File: src/rtl/core/kbsm_ram.sv
// Generic single-write, single-read RAM with registered read data.
module kbsm_ram #(
  parameter int W = 8,
  parameter int D = 8
) (
  input  logic                          clk_i,
  input  logic                          we_i,
  input  logic [(D > 1 ? $clog2(D) : 1)-1:0] waddr_i,
  input  logic [W-1:0]                  wdata_i,
  input  logic [(D > 1 ? $clog2(D) : 1)-1:0] raddr_i,
  output logic [W-1:0]                  rdata_o
);
  logic [W-1:0] mem [D];

  always_ff @(posedge clk_i) begin
    if (we_i) begin
      mem[waddr_i] <= wdata_i;
    end
    rdata_o <= mem[raddr_i];
  end
endmodule

File: config.mk
export PLATFORM = sky130hd
export DESIGN_NAME = kbsm_ram
export DESIGN_NICKNAME = d
export VERILOG_FILES = /design/src/rtl/core/kbsm_ram.sv
export SDC_FILE = /design/constraint.sdc
export NUM_CORES = 1
export LEC_CHECK = 0
export BUFFER_PORTS_ARGS = -buffer_cell sky130_fd_sc_hd__buf_4
export CAP_MARGIN = 10
export CORE_MARGIN = 10
export CORE_UTILIZATION = 52
export DETAILED_ROUTE_END_ITERATION = 10
export PLACE_DENSITY = 0.72
export REMOVE_ABC_BUFFERS = 1
export SLEW_MARGIN = 20
export SYNTH_ARGS = -nofsm -noshare
export SYNTH_HDL_FRONTEND = slang
export SYNTH_SLANG_ARGS = --single-unit
File: constraint.sdc
create_clock -name clk_i -period 1.2 [get_ports clk_i]
set_input_delay 0.12 -clock clk_i [delete_from_list [all_inputs] [get_ports clk_i]]
set_output_delay 0.12 -clock clk_i [all_outputs]
set_load 0.02 [all_outputs]
==> results.toml, run 1 <==
[run_status]
status = "finished with violations"
violations = "setup timing"

[worst_setup_path]
worstPathMaxFanout = 1
critPathCaptureType = "register"
cp.required_ns = 1.42
arrival_ns = 1.46
path_class = "reg2reg"
r2r_slack_ns = -0.05
startpoint_type = "register"

[logic_synthesis]
avgSynthCellArea_um2 = 23.6
netlist_instances = 114
yosys.area.top_type_share_pct = 71.4
synth_top_cell_by_area = "edfxtp_1"
ys_seq_area_share_pct = 77.4
yosysWarnings = 0
synth.area.top_cells = "edfxtp_1 71%, mux4_1 15%, dfxtp_1 6.0%"
synth_cell_types = 14
syn_area_mm2 = 0.00269
ys_ff_latch = 72

[layout]
diodes = 0
syn_to_final_growth_pct = 16.9
drive_gt1_share_pct = 43.0
final_nets = 169
design_area_mm2 = 0.00315

[global_routing]
grt_pass1_wl_um = 7130
grt_start_max_net_pins = 17
grt.total_usage_pct = 11.5
antenna_found_initial = 0
grt_pass1_vias = 1333
grt_overflow = 0

[detailed_routing]
wire_per_inst_um = 19.6
drt-met1-wl_um = 1760
top_layer_used = "met4"
wl_met3_um = 399
drtIter0Drc = 56
firstDrtPassIters = 4
postRouteAntennaNets = 0
vias_per_cell = 5.23
wl_met2_um = 2290
vias = 1193
drc = 0
routed_wl_um = 4480

[clock_network]
clk_path_buf_depth = 2
cts_tree = "yes"
clockRootBuffer = "clkbuf_8"
h-tree-depth = 3
post_cts_buffers = 0
cts.clk_slew.worst_paths_ns = 0.07
clk_latency_ns = 0.32
cts_buffers = 9
cts_sinks = 72

[floorplanning]
initial_core_util_pct = 53.0
die_w_um = 91.9
placementRows = 26
num_io_pins = 24
die_h_um = 91.9
die-area_mm2 = 0.00845
coreArea_mm2 = 0.00507

[place]
pre_cts_ws_ns = -0.161
io_buffers = 23
dpl.hpwl_um = 2840
placed_area_mm2 = 0.00297
gp_congestion = 0.652

[sta]
min_period_ns = 1.25
setup_slack_ns = -0.0457
slew_headroom_pct = 79.3
drv_slew = 0
skew_ns = 0.00367
setup_viol = 7
min_period_over_period_pct = 104
worstMarginPinSlew_ns = 0.311
finalSetupTns_ns = -0.145
hold_viol = 0
rsz0062_at_grt = "yes"
clock.fmax_ghz = 0.803
holdWs_ns = 0.0231

[power]
powerDensity_mw_per_mm2 = 1590
p_leak_nw = 1.09
p_total_mw = 5.00
peakVddDrop_mv = 0.834

[job]
cap_violations = 0

[hold_path]
hold_path.class = "in2reg"
## critical path, stage by stage (launching register included)
cell and delay [ns]:
edfxtp_1 0.42, mux4_2 0.46, mux2_2 0.26
## worst paths after layout
kind              startpoint          to  depth (start not counted)
setup / recovery   mem[0][0]  rdata_o[0]                          2
hold / removal    wdata_i[7]   mem[6][7]                          1
setup reg to reg   mem[0][0]  rdata_o[0]                          2
hold reg to reg    mem[7][7]  rdata_o[7]                          2
## power by group
group | total, mW | switching, mW | internal [mW]
clock network | 1.78 | 0.778 | 1.00
logic | 0.359 | 0.168 | 0.190
registers | 2.86 | 0.0270 | 2.83
total | 5.00 | 0.973 | 4.03
## state kept, by name (all words and copies together), names as in the netlist
signal and count:
mem 64, rdata_o 8
## through the flow
stage	cells	utilization, %
finish	228	62.0
global placement	210	58.5
global route	228	62.0
detailed placement	210	58.5
CTS	226	61.5
floorplan	109	-
## cell type report
class / count / area (um2)
Sequential cell: 72 / 2080
Timing Repair Buffer: 33 / 253
Clock inverter: 4 / 43.8
Tap cell: 70 / 87.6
Multi-Input combinational cell: 37 / 536
Fill cell: 385 / 1930
Clock buffer: 12 / 145
## cells in the final DEF (no fill, tap or decap)
master / netlist / final
buf_4: 0 / 31
edfxtp_1: 64 / 64
nor2_1: 6 / 6
mux4_2: 1 / 16
clkinv_1: 0 / 1
bufinv_16: 0 / 1
mux2_2: 8 / 1
nor3_1: 2 / 2
clkbuf_8: 0 / 10
clkinv_2: 0 / 2
nand2b_1: 3 / 3
dlygate4sd3_1: 0 / 2
dfxtp_1: 8 / 8
clkbuf_1: 1 / 2
nand2_1: 2 / 2
mux2_4: 0 / 7
## Yosys cell counts
| master | n |
|---|---|
| buf_12 | 1 |
| edfxtp_1 | 64 |
| mux2_2 | 8 |
| mux4_2 | 1 |
| clkbuf_1 | 1 |
| buf_6 | 1 |
| nor3_1 | 2 |
| dfxtp_1 | 8 |
| buf_2 | 1 |
| mux4_1 | 15 |
| nand2_1 | 2 |
| nand2b_1 | 3 |
| buf_1 | 1 |
| nor2_1 | 6 |
## kinds of logic (layout without fill, tap and decap cells)
kind of cell	Yosys count	after routing	share of synthesized area, %
muxes	24	24	18.8
DFF	72	72	77.4
buffers and inverters	5	49	1.63
and+or+nand+nor	13	13	2.19
## timing repair
action,in CTS,in global routing
hold buffers,0,2
endpoints found under the setup margin,8,8
endpoints found under the hold margin,0,7
resized for setup,21,1
## layer usage
| metal | GRT usage [%] | vias up |
|---|---|---|
| met2 | 18.3 | 54 |
| met5 | 0 | - |
| met4 | 4.76 | 0 |
| met3 | 4.65 | 2 |
| li1 | - | 544 |
| met1 | 13.5 | 593 |
No activity file was read; power rests on OpenSTA's default activity.
==> run 2: changes to the inputs <==
ABC_AREA = 1   (was default)
ABC_CLOCK_PERIOD_IN_PS = 1200   (was default)
CORE_UTILIZATION = 53   (was 52)
PLACE_DENSITY = 0.73   (was 0.72)
==> run 2 against run 1 <==
Compared with the run above: the flow now finishes without violations; via count up 67%; critical path depth fell by 1; clock-buffer cell count is 3 higher; sequential share of layout area shrank 6.9 points; power is 1.6% lower; sequential power about the same; fmax rose by 31%; largest power group unchanged.
==> results.toml, run 2 <==
[run_status]
status = "completed"

[sta]
worstMarginPinSlew_ns = 0.367
drv_slew = 0
clock.fmax_ghz = 1.05
setup_viol = 0
skew_ns = 0.00592
holdWs_ns = 0.0145
rsz0062_at_grt = "no"
slew_headroom_pct = 75.5
min_period_over_period_pct = 79.2
hold_viol = 0
finalSetupTns_ns = 0
min_period_ns = 0.951

[worst_setup_path]
cp.required_ns = 1.08
startpoint_type = "register"
r2r_start = "mem[2][6]"
crit_family = "flip-flops"
cp_slowest_cell = "dfxtp_1"
crit_buf_inv = 1
path_class = "reg2out"
critPathMaxStageDelay_ns = 0.34
worstReg2RegEnd = "rdata_o[6]"
r2r_slack_ns = 0.35
ff2ff_path_depth = 6
critPathCaptureType = "primary output"
worstPathCellList = "buf_4"
worstPathMaxFanout = 1
arrival_ns = 0.83
path_depth = 1

[logic_synthesis]
yosysWarnings = 0
async_reset_ff_share_pct = 0
synth-main-ff-cell = "edfxtp_1"
ys_ff_latch = 72
yosys.area.top_type_share_pct = 63.0
yosys-top-cells-count = "110 x nand2_1, 68 x inv_1, 64 x edfxtp_1"
netlist_instances = 303
synth_cell_types = 11
avgSynthCellArea_um2 = 10.1
ys_seq_area_share_pct = 68.3
synth_most_common_cell = "nand2_1"
synth_top_cell_by_area = "edfxtp_1"
synth.area.top_cells = "edfxtp_1 63%, nand2_1 14%, inv_1 8.4%"
syn_area_mm2 = 0.00305
synth_edf_count = 64

[power]
pwr-share-seq_pct = 57.9
powerDensity_mw_per_mm2 = 1400
p_clk_share_pct = 33.3
p_leak_nw = 1.66
internal_power_mw = 3.80
combPwrFrac_pct = 8.8
peakVddDrop_mv = 0.678
swShare_pct = 22.7
switchingPower_mw = 1.12

[hold_path]
hold_path.class = "in2reg"
holdPathStages = 1
min-delay-start = "wdata_i[5]"
whs_endpoint = "mem[6][5]"

[clock_network]
h-tree-depth = 3
clk_latency_ns = 0.34
cts_tree = "yes"
cts_resized = 0
clk_path_buf_depth = 2
clockRootBuffer = "clkbuf_8"
cts.clk_slew.worst_paths_ns = 0.07
cts_sinks = 72
cts_buffers = 9

[global_routing]
grt.total_usage_pct = 14.2
grt_overflow = 0
grt_pass1_wl_um = 9680
grt_start_max_net_pins = 33
antenna_found_initial = 0
grt_pass1_vias = 1964

[layout]
largest_register_ff_count = 64
syn_to_final_growth_pct = 15.1
reg_top3 = "mem: 64 flops, rdata_o: 8 flops"
largest-register = "mem"
final_cell_mix = "110 x nand2_1, 68 x inv_1, 64 x edfxtp_1"
fillCellCount = 483
finish.utilization_pct = 63.4
drive_gt1_share_pct = 13.3
diodes = 0
final_common_cell = "nand2_1"
final_nets = 357

[place]
io_buffers = 23
dpl.hpwl_um = 3520
gp_congestion = 0.782

[detailed_routing]
vias = 1994
wire_per_inst_um = 14.0
postRouteAntennaNets = 0
drc = 0
routed_wl_um = 5870
vias_per_cell = 4.77
firstDrtPassIters = 4
drtIter0Drc = 126

[floorplanning]
placementRows = 27
num_io_pins = 24
die_h_um = 95.9
initial_core_util_pct = 55.1
die-area_mm2 = 0.00919
coreArea_mm2 = 0.00554
die_w_um = 95.9

[job]
cap_violations = 0
run 2: changes by cell type in the layout (fill, tap and decap cells not counted), moves of 2 or more:
cell,change
nor3_1,-2
mux2_4,-7
nand3_1,+32
mux4_2,-16
nand2_1,+108
inv_1,+68
clkbuf_1,+3
nand2b_1,-3
nor2_1,+2
dlygate4sd3_1,+3
run 2: cells by family (layout without fill, tap and decap cells):
logic type	after synthesis	count (layout)	synth area share, %
buffers and inverters	81	124	12.0
DFF	72	72	68.3
and+or+nand+nor	150	150	19.8
run 2: what timing repair did:
| action | in CTS | in global routing |
|---|---|---|
| hold buffers | 5 | 0 |
| hold endpoints to repair | 26 | 0 |
| endpoints found under the setup margin | 0 | 0 |
| buffers inserted | 0 | 0 |
run 2: worst max-delay path by stage:
stage / to / startpoint
2_1_floorplan: mem[0][0] / waddr_i[0]
3_3_place_gp: rdata_o[7] / raddr_i[0]
3_5_place_dp: rdata_o[0] / raddr_i[0]
4_1_cts: rdata_o[1] / rdata_o[1]
5_1_grt: rdata_o[1] / rdata_o[1]
6_report: rdata_o[1] / rdata_o[1]
run 2: routing by layer:
layer	vias up	routed length (um)	GRT usage, %
met3	14	331	3.35
met5	-	0	0
li1	1006	-	-
met2	44	2790	22.3
met4	0	167	9.46
met1	930	2570	17.1
run 2: layout make-up:
cell class | instances | area, um2 | area share [%]
tap | 72 | 90.1 | 2.57
inverter | 70 | 265 | 7.55
sequential | 72 | 2080 | 59.3
clock buffer | 15 | 156 | 4.45
timing repair buffer | 38 | 310 | 8.84
clock inverter | 1 | 5.00 | 0.143
multi-input combinational | 150 | 603 | 17.2
run 2: power groups by stage:
stage	Clock, mW	Combinational (mW)	Sequential (mW)
6_report	1.64	0.431	2.85
3_5_place_dp	0	0.419	2.91
4_1_cts	1.66	0.435	2.85
5_1_grt	1.77	0.489	2.86
3_3_place_gp	0	0.409	2.90
2_1_floorplan	0	0.172	2.94
run 2: metrics by stage:
stage               instance area [um2]  worst slack (ns)  total power [mW]  std cells
finish                             3510             0.249              4.92        418
global route                       3510             0.213              5.12        418
CTS                                3510             0.238              4.95        418
detailed placement                 3300             0.138              3.33        397
global placement                   3300             0.183              3.31        397
floorplan                          2950             0.205              3.11        292
