--- src/rtl/core/kbsm_pkg.sv ---
// Shared types and constants of the key bounce statistics monitor.
package kbsm_pkg;

  typedef enum logic [2:0] {
    REQ_SCAN   = 3'd0,
    REQ_SWEEP  = 3'd1,
    REQ_READ   = 3'd2,
    REQ_CLEAR  = 3'd3,
    REQ_CANCEL = 3'd4
  } req_e;

  typedef enum logic [2:0] {
    ST_IDLE,
    ST_DIV,
    ST_RD,
    ST_EX,
    ST_OUT
  } state_e;

  localparam logic [15:0] SAT16     = 16'hFFFF;
  localparam logic [7:0]  SAT8      = 8'd255;
  localparam logic [15:0] MIN_EDGES = 16'd3;
  localparam logic [25:0] WINDOW_RST   = 26'd40000;
  localparam logic [17:0] DEBOUNCE_RST = 18'd5000;

  typedef struct packed {
    logic        open;
    logic [31:0] start;
    logic [31:0] last;
    logic [15:0] edges;
    logic [15:0] press;
    logic [15:0] over;
    logic [15:0] burst;
    logic [7:0]  last_e;
    logic [7:0]  max_e;
    logic [15:0] dlast;
    logic [15:0] dmax;
    logic [15:0] dmin;
    logic [31:0] dsum;
  } rec_t;

endpackage

--- src/rtl/core/kbsm_lane.sv ---
// One column lane: update of a key's record for the current request.
module kbsm_lane import kbsm_pkg::*; (
  input  req_e        req_i,
  input  logic        chg_i,
  input  logic        press_i,
  input  logic [31:0] now_i,
  input  logic [25:0] window_i,
  input  logic [17:0] debounce_i,
  input  rec_t        rec_i,
  output rec_t        rec_o
);
  logic [31:0] elapsed;
  logic        late;
  logic [31:0] dur;
  logic [15:0] d16;
  logic [7:0]  e8;
  rec_t        closed;

  assign elapsed = now_i - rec_i.start;
  assign late    = elapsed > {6'd0, window_i};
  assign dur     = rec_i.last - rec_i.start;
  assign d16     = (dur > {16'd0, SAT16}) ? SAT16 : dur[15:0];
  assign e8      = (rec_i.edges > {8'd0, SAT8}) ? SAT8 : rec_i.edges[7:0];

  always_comb begin
    closed = rec_i;
    if (rec_i.open) begin
      closed.last_e = e8;
      if (e8 > rec_i.max_e) begin
        closed.max_e = e8;
      end
      if (rec_i.edges >= MIN_EDGES) begin
        if (rec_i.burst != SAT16) begin
          closed.burst = rec_i.burst + 16'd1;
        end
        closed.dlast = d16;
        closed.dsum  = rec_i.dsum + {16'd0, d16};
        if (d16 > rec_i.dmax) begin
          closed.dmax = d16;
        end
        if (rec_i.dmin == 16'd0 || d16 < rec_i.dmin) begin
          closed.dmin = d16;
        end
        if (dur >= {14'd0, debounce_i} && rec_i.over != SAT16) begin
          closed.over = rec_i.over + 16'd1;
        end
      end
      closed.open  = 1'b0;
      closed.edges = 16'd0;
    end
  end

  always_comb begin
    rec_o = rec_i;
    case (req_i)
      REQ_SCAN: begin
        if (chg_i) begin
          if (rec_i.open && !late) begin
            if (rec_i.edges != SAT16) begin
              rec_o.edges = rec_i.edges + 16'd1;
            end
            rec_o.last = now_i;
          end else begin
            rec_o = closed;
            if (press_i) begin
              rec_o.open  = 1'b1;
              rec_o.start = now_i;
              rec_o.last  = now_i;
              rec_o.edges = 16'd1;
              if (rec_i.press != SAT16) begin
                rec_o.press = rec_i.press + 16'd1;
              end
            end
          end
        end
      end
      REQ_SWEEP: begin
        if (rec_i.open && late) begin
          rec_o = closed;
        end
      end
      REQ_CLEAR: begin
        rec_o = '0;
      end
      REQ_CANCEL: begin
        rec_o.open = 1'b0;
      end
      default: begin
        rec_o = rec_i;
      end
    endcase
  end
endmodule

--- config.mk ---
export PLATFORM = sky130hd
export DESIGN_NAME = kbsm_lane
export DESIGN_NICKNAME = d
export VERILOG_FILES = /design/src/rtl/core/kbsm_pkg.sv /design/src/rtl/core/kbsm_lane.sv
export SDC_FILE = /design/constraint.sdc
export NUM_CORES = 1
export LEC_CHECK = 0
export BUFFER_PORTS_ARGS = -buffer_cell sky130_fd_sc_hd__buf_4
export CORE_AREA = 2 2 209 211
export DETAILED_ROUTE_END_ITERATION = 8
export DIE_AREA = 0 0 211 213
export MAX_ROUTING_LAYER = met4
export SETUP_SLACK_MARGIN = 0.05
export SYNTH_ARGS = -nofsm -noshare
export SYNTH_HDL_FRONTEND = slang
export SYNTH_SLANG_ARGS = --single-unit
--- constraint.sdc ---
create_clock -name vclk -period 8.9
set_input_delay 0.89 -clock vclk [all_inputs]
set_output_delay 0.89 -clock vclk [all_outputs]
set_load 0.005 [all_outputs]
==> impl_metrics.py, run 1 <==
metrics = {
    "cells_and_area": {
        "stdcell_count": 2817,
        "area_growth_pct": 38.8,
        "design.seq.count": 0,
        "layout_commonest_cell": "buf_4",
        "fin_nets": 2747,
        "layout_common_cells": "buf_4 (557), inv_1 (178), ha_1 (167)",
        "post-route-util_pct": 38.0,
        "drive_gt1_share_pct": 26.8,
        "multiInputGateArea_um2": 10700,
        "seqCellArea_um2": 0,
        "fill_cells": 4600,
        "nClkBuffers": 0,
    },
    "timing": {
        "hold_viol": 0,
        "fmax_mhz": 120,
        "setup_tns_ps": 0,
        "setup_violations": 0,
        "finalCritPeriodShare_pct": 93.5,
        "maxSlewViolCount": 0,
        "worstMarginPinSlew_ps": 894,
        "final.min_clock_period_ps": 8320,
        "rsz0062_at_grt": "no",
        "whs_ps": 2060,
        "maxSlewHeadroom_pct": 40.4,
    },
    "placement": {
        "gp_congestion": 0.961,
        "dpl.cell_count": 2815,
        "hpwlAfterDp_mm": 50.7,
        "io_buffers": 531,
    },
    "setup_path": {
        "critPathMaxStageDelay_ps": 610,
        "worstSetupPathType": "input pin to output pin",
        "cp_max_fo": 7,
        "critical_path_required_ps": 8010,
        "start_kind": "input pin",
        "crit_top_cell": "a21oi_1",
        "critPathCaptureType": "output pin",
        "cp_slowest_cell": "or3_1",
        "critical_path_arrival_ps": 7430,
    },
    "logic_synthesis": {
        "yosysTopAreaCell": "ha_1",
        "synthCells": 1790,
        "synth_sequential_area_ratio_pct": 0,
        "synthTopCellsByArea": "ha_1 (18%), a22o_1 (7.7%), a21oi_1 (6.7%), inv_1 (5.7%), o21ai_0 (5.3%)",
        "netlist_area_um2": 11700,
        "syn_avg_cell_area_um2": 6.54,
        "yosys.area.top_type_share_pct": 17.9,
        "synth_warnings": 0,
        "yosysUniqueCellTypes": 95,
        "syn_nets": 2266,
    },
    "die": {
        "row_count": 76,
        "die_y_um": 213,
        "die_w_um": 211,
        "core_um2": 42700,
        "initial_core_util_pct": 27.4,
        "io_pins": 531,
        "dieArea_um2": 44900,
    },
    "power_and_ir_drop": {
        "power.switching_mw": 0.560,
        "power_leakage_nw": 7.91,
        "comb_power_share_pct": 100.0,
        "peakVddDrop_v": 0.0000341,
        "internal-power_mw": 0.476,
        "power.total_mw": 1.04,
        "p_sw_share_pct": 54.1,
        "power.density_nw_per_um2": 63.8,
        "p_clk_share_pct": 0,
        "seqPwrFrac_pct": 0,
    },
    "global_route": {
        "grt_util_all_layers_pct": 25.3,
        "antenna_found_initial": 2,
        "grt_max_degree": 34,
        "grt_pass1_vias": 15283,
        "gr-total-overflow": 0,
        "grt_pass1_wl_mm": 88.4,
    },
    "route": {
        "avgViaCountPerCell": 5.72,
        "top_layer": "met4",
        "drt-total-wl_mm": 59.3,
        "wl_met3_mm": 3.75,
        "wl_per_cell_um": 21.0,
        "drc": 0,
        "postRouteAntennaNets": 0,
        "wl_met1_mm": 26.6,
        "drtPass1Iterations": 5,
        "wl_met2_mm": 27.7,
        "vias": 16125,
        "first_iter_violations": 1358,
    },
    "clock_network": {
        "ctsHoldBuffers": 0,
        "post_cts_buffers": 0,
    },
    "run_status": {
        "status": "completed",
    },
    "run": {
        "max-cap-violations": 0,
    },
    "min_path": {
        "hp-class": "input pin to output pin",
    },
}
==> synthesized netlist by cell type, types with 6 or more instances <==
library cell,count
a22o_1,103
nor2b_1,12
or2_2,6
ha_1,167
xnor2_1,36
o41ai_1,6
nand2_1,158
a211oi_1,14
o21ai_1,14
a211o_1,8
nand4_1,42
clkbuf_1,53
buf_2,18
nand3_1,66
a41oi_1,9
o211ai_1,14
nor4_1,18
o21ai_0,123
a21o_1,60
a21oi_1,157
nor2_1,142
o31a_1,6
and2_1,12
o21a_1,22
inv_1,178
and3_1,27
a31oi_1,35
o31ai_1,15
and4_1,9
nand2b_1,20
nor3_1,27
o2bb2ai_1,29
xor2_1,24
o2bb2ai_2,10
mux2i_1,9
o22ai_1,7
or3_1,14
==> kinds of logic (layout without fill, tap and decap cells) <==
group / Yosys count / after routing / share of synthesized area [%]
AO/OA/AOI/OAI: 720 / 720 / 43.7
XOR/XNOR: 60 / 60 / 4.49
adder cells (fa/ha/maj): 170 / 170 / 18.4
buffers and inverters: 257 / 736 / 8.83
multiplexers: 12 / 12 / 1.06
other: 0 / 2 / 0
AND/OR/NAND/NOR: 571 / 571 / 23.5
==> repair_timing <==
action	4_1_cts	5_1_grt
hold endpoints to repair	0	0
setup endpoints to repair	0	2
resized for setup	0	1
==> worst max-delay path, delay by kind of cell <==
family | cells | cell delay (ps)
AO/OA/AOI/OAI | 11 | 2940
buffers and inverters | 3 | 350
adder cells (fa/ha/maj) | 3 | 1100
AND/OR/NAND/NOR | 9 | 1910
XOR/XNOR | 1 | 240
==> per-stage QoR <==
stage | setup WS [ps] | cell area [um2]
after floorplan | 1820 | 11700
after global placement | 802 | 16200
after detailed placement | 643 | 16200
after CTS | 609 | 16200
after global routing | 136 | 16200
final | 582 | 16200
==> worst paths after layout <==
path        from         to  slack [ps]  cells past startpoint
max   rec_i[204]  rec_o[30]         580                     27
min    rec_i[95]  rec_o[95]        2060                      4
==> cell type report <==
class / count / area share, %
Tap cell: 546 / 4.21
Antenna cell: 2 / 0.0308
Timing Repair Buffer: 557 / 25.8
Inverter: 179 / 4.14
Multi-Input combinational cell: 1533 / 65.9
==> power groups by stage <==
stage / clock network [mW] / registers (mW) / logic, mW
after global placement: 0 / 0 / 1.01
after detailed placement: 0 / 0 / 1.02
final: 0.0000000301 / 0 / 1.04
after floorplan: 0 / 0 / 0.563
after global routing: 0.0000000301 / 0 / 1.14
after CTS: 0 / 0 / 1.03
==> routing by layer <==
| layer | GRT usage [%] | up-vias |
|---|---|---|
| li1 | - | 7718 |
| met1 | 34.0 | 7619 |
| met2 | 41.6 | 720 |
| met3 | 2.12 | 68 |
| met4 | 4.74 | 0 |
| met5 | - | - |
No activity file was read; power rests on OpenSTA's default activity.
==> inputs of run 2 (changes only) <==
==> constraint.sdc (replaced) <==
create_clock -name vclk -period 8.9
set_input_delay 0.445 -clock vclk [all_inputs]
set_output_delay 0.445 -clock vclk [all_outputs]
set_load 0.005 [all_outputs]
==> run 2 against run 1 <==
  * Clock-buffer cell count did not move
  * Utilization fell by 0.11 points
  * Via count rose by 0.35%
  * Critical path depth rose by 2
  * Combinational power barely moved
  * Final cell count fell by 0.18%
  * Critical path type unchanged
==> impl_metrics.py, run 2 (synthesis gave the netlist of run 1 again) <==
metrics = {
    "timing": {
        "finalCritPeriodShare_pct": 88.1,
        "final.min_clock_period_ps": 7840,
        "setup_violations": 0,
        "rsz0062_at_grt": "no",
        "setup_tns_ps": 0,
        "worstMarginPinSlew_ps": 989,
        "maxSlewViolCount": 0,
        "fmax_mhz": 128,
        "hold_viol": 0,
        "maxSlewHeadroom_pct": 33.7,
        "whs_ps": 1170,
    },
    "power_and_ir_drop": {
        "internal-power_mw": 0.474,
        "p_clk_share_pct": 0,
        "p_sw_share_pct": 54.0,
        "comb_power_share_pct": 100.0,
        "power.switching_mw": 0.558,
        "peakVddDrop_v": 0.0000269,
        "power.density_nw_per_um2": 63.7,
        "power.total_mw": 1.03,
        "power_leakage_nw": 7.88,
        "seqPwrFrac_pct": 0,
    },
    "global_route": {
        "gr-total-overflow": 0,
        "grt_util_all_layers_pct": 25.1,
        "antenna_found_initial": 2,
        "grt_pass1_wl_mm": 88.1,
        "grt_max_degree": 34,
        "grt_pass1_vias": 15449,
    },
    "setup_path": {
        "crit_top_cell": "a21o_1",
        "path_buf_inv": 4,
        "cp_max_fo": 14,
        "critical_path_required_ps": 8460,
        "critPathMaxStageDelay_ps": 480,
        "cp_top_family": "compound AO/OA/AOI/OAI gates",
        "start_kind": "input pin",
        "critPathCaptureType": "output pin",
        "cp_slowest_cell": "nor2_1",
        "critical_path_arrival_ps": 7390,
        "worstSetupPathType": "input pin to output pin",
        "crit_path_start": "rec_i[160]",
    },
    "cells_and_area": {
        "fin_nets": 2741,
        "fill_cells": 4645,
        "area_growth_pct": 38.4,
        "drive_gt1_share_pct": 26.6,
        "design.seq.count": 0,
        "layout_commonest_cell": "buf_4",
        "nClkBuffers": 0,
        "seqCellArea_um2": 0,
        "layout_common_cells": "buf_4 (551), inv_1 (178), ha_1 (167)",
    },
    "route": {
        "wl_per_cell_um": 20.9,
        "avgViaCountPerCell": 5.75,
        "postRouteAntennaNets": 0,
        "drt-total-wl_mm": 58.8,
        "drtPass1Iterations": 5,
        "vias": 16181,
        "first_iter_violations": 1429,
        "drc": 0,
    },
    "die": {
        "row_count": 76,
        "core_um2": 42700,
        "die_w_um": 211,
        "initial_core_util_pct": 27.4,
        "die_y_um": 213,
        "io_pins": 531,
        "dieArea_um2": 44900,
    },
    "run": {
        "max-cap-violations": 0,
    },
    "min_path": {
        "whs_endpoint": "rec_o[90]",
        "hp-class": "input pin to output pin",
        "hold_depth": 4,
        "worstHoldStart": "rec_i[90]",
    },
    "clock_network": {
        "cts_resized": 0,
        "ctsHoldBuffers": 0,
        "post_cts_buffers": 0,
    },
    "run_status": {
        "status": "completed",
    },
    "placement": {
        "gp_congestion": 1.01,
        "io_buffers": 531,
        "hpwlAfterDp_mm": 50.4,
    },
}
==> run 2: cell count changes in the layout (fill, tap and decap cells not counted), sizes merged <==
cell	change
diode	+1
buf	-6
==> run 2: per-layer routing <==
| layer | wire [um] | global-route usage, % |
|---|---|---|
| met5 | 0 | - |
| met1 | 26100 | 33.6 |
| met4 | 1350 | 5.34 |
| met3 | 4010 | 1.91 |
| met2 | 27300 | 41.4 |
==> run 2: worst max-delay path by stage <==
stage	cells past startpoint	slack, ps	to
2_1_floorplan	28	2710	rec_o[33]
3_3_place_gp	29	1210	rec_o[45]
3_5_place_dp	29	1110	rec_o[45]
4_1_cts	29	1080	rec_o[45]
5_1_grt	26	550	rec_o[29]
6_report	29	1060	rec_o[45]
==> run 2: power groups by stage <==
stage                       clock (mW)  combinational, mW  sequential (mW)
final                     0.0000000453               1.03                0
after global routing      0.0000000452               1.13                0
after CTS                            0               1.02                0
after detailed placement             0               1.02                0
after global placement               0               1.01                0
after floorplan                      0              0.563                0
==> run 2: layout make-up <==
| class | instances | area (um2) | share of cell area [%] |
|---|---|---|---|
| diodes | 3 | 7.51 | 0.0464 |
| well taps | 546 | 683 | 4.22 |
| inverters | 179 | 672 | 4.15 |
| multi-input cells | 1533 | 10700 | 66.0 |
| repair buffers | 551 | 4140 | 25.5 |
==> run 2: through the flow <==
stage	util (%)	cells	worst slack, ps	area [um2]
final	37.9	2812	1060	16200
after global routing	37.9	2812	551	16200
after CTS	37.9	2809	1080	16200
after detailed placement	37.9	2809	1110	16200
after global placement	37.9	2809	1210	16200
after floorplan	-	1790	2710	11700
==> inputs of run 3 (changes only) <==
Settings changed: REMOVE_ABC_BUFFERS set to 1.
==> run 3 against run 2 <==
  * Global-route usage up 0.079 points
  * Sequential cell count unchanged
  * Worst hold slack better by 6.0 ps
  * Worst setup slack worse by 340 ps
  * Utilization down 0.062 points
  * First-iteration DRC count unchanged
  * Sequential share of layout area unchanged
  * Maximum frequency down 4.2%
  * Combinational power about the same
==> impl_metrics.py, run 3 (synthesis gave the netlist of run 1 again) <==
metrics = {
    "global_route": {
        "grtUsageMet1_pct": 33.1,
        "busiest_layer": "met2",
        "use_met2_pct": 43.3,
        "antenna_found_initial": 1,
        "grt_pass1_vias": 15218,
        "use_met3_pct": 1.53,
        "gr-total-overflow": 0,
        "grt_max_degree": 34,
        "grt_pass1_wl_mm": 87.6,
        "grt_util_all_layers_pct": 25.2,
    },
    "route": {
        "avgViaCountPerCell": 5.78,
        "drtPass1Iterations": 6,
        "first_iter_violations": 1429,
        "postRouteAntennaNets": 0,
        "vias": 16223,
        "drc": 0,
        "drt-total-wl_mm": 59.4,
        "wl_per_cell_um": 21.2,
    },
    "placement": {
        "place_area_um2": 16200,
        "hpwlAfterDp_mm": 50.7,
        "gp_congestion": 0.981,
        "dpl.cell_count": 2806,
        "io_buffers": 531,
    },
    "timing": {
        "maxSlewViolCount": 0,
        "setup_tns_ps": 0,
        "fmax_mhz": 122,
        "worstMarginPinSlew_ps": 1160,
        "maxSlewHeadroom_pct": 22.5,
        "hold_viol": 0,
        "finalCritPeriodShare_pct": 91.9,
        "final.min_clock_period_ps": 8180,
        "setup_violations": 0,
        "rsz0062_at_grt": "no",
    },
    "cells_and_area": {
        "area_growth_pct": 38.2,
        "fin_nets": 2738,
        "fin_area_um2": 16200,
        "design.seq.count": 0,
        "layout_commonest_cell": "buf_4",
        "stdcell_count": 2808,
        "drive_gt1_share_pct": 26.5,
        "nClkBuffers": 0,
        "layout_common_cells": "buf_4 (548), inv_1 (178), ha_1 (167)",
        "seqCellArea_um2": 0,
    },
    "die": {
        "die_w_um": 211,
        "io_pins": 531,
        "row_count": 76,
        "die_y_um": 213,
        "core_um2": 42700,
        "initial_core_util_pct": 27.4,
        "dieArea_um2": 44900,
    },
    "setup_path": {
        "crit_top_cell": "a21o_1",
        "critical_path_required_ps": 8460,
        "critical_path_arrival_ps": 7740,
        "critPathMaxStageDelay_ps": 550,
        "start_kind": "input pin",
        "critPathCaptureType": "output pin",
        "crit_path_start": "rec_i[160]",
        "cp_slowest_cell": "nor2_1",
        "cp_max_fo": 14,
        "worstSetupPathType": "input pin to output pin",
    },
    "power_and_ir_drop": {
        "power.density_nw_per_um2": 64.3,
        "peakVddDrop_v": 0.0000254,
        "power.total_mw": 1.04,
        "power_leakage_nw": 7.87,
    },
    "min_path": {
        "worstHoldStart": "rec_i[89]",
        "hp-class": "input pin to output pin",
    },
    "clock_network": {
        "post_cts_buffers": 0,
        "ctsHoldBuffers": 0,
        "cts_resized": 0,
    },
    "run_status": {
        "status": "completed",
    },
    "run": {
        "max-cap-violations": 0,
    },
}
==> run 3: worst paths after layout <==
check,endpoint,slack (ps),cells after the start
worst min-delay path,rec_o[89],1170,4
worst max-delay path,rec_o[47],720,29
==> run 3: per-layer routing <==
| layer | vias up | routed length, um | share of wire [%] |
|---|---|---|---|
| met3 | 63 | 3600 | 6.1 |
| met5 | - | 0 | 0 |
| li1 | 7700 | - | - |
| met2 | 761 | 28700 | 48 |
| met1 | 7699 | 26100 | 44 |
| met4 | 0 | 1060 | 1.8 |
==> run 3: layout make-up <==
cell class,instances,area (um2)
Tap cell,546,683
Antenna cell,2,5.00
Multi-Input combinational cell,1533,10700
Fill cell,4533,26500
Timing Repair Buffer,548,4110
Inverter,179,672
==> run 3: per-stage QoR <==
stage                     setup slack [ps]  hold slack (ps)  util (%)
after floorplan                       1980              941         -
after global placement                 996             1170      37.9
after detailed placement               870             1170      37.9
after CTS                              852             1170      37.9
after global routing                   252             1180      37.9
final                                  718             1170      37.9
==> run 3: report_power, final <==
| group | switching, mW | internal, mW | leakage (nW) | total [mW] |
|---|---|---|---|---|
| clock network | 0 | 0.0000000462 | 0.0000127 | 0.0000000462 |
| logic | 0.566 | 0.474 | 7.87 | 1.04 |
| registers | 0 | 0 | 0 | 0 |
| total | 0.566 | 0.474 | 7.87 | 1.04 |
==> run 3: critical path, delay by kind of cell <==
| family | cells | cell delay [ps] |
|---|---|---|
| adders and majority gates | 3 | 980 |
| and+or+nand+nor | 8 | 2370 |
| muxes | 1 | 350 |
| AOI/OAI and AO/OA | 13 | 3000 |
| buffers and inverters | 4 | 560 |
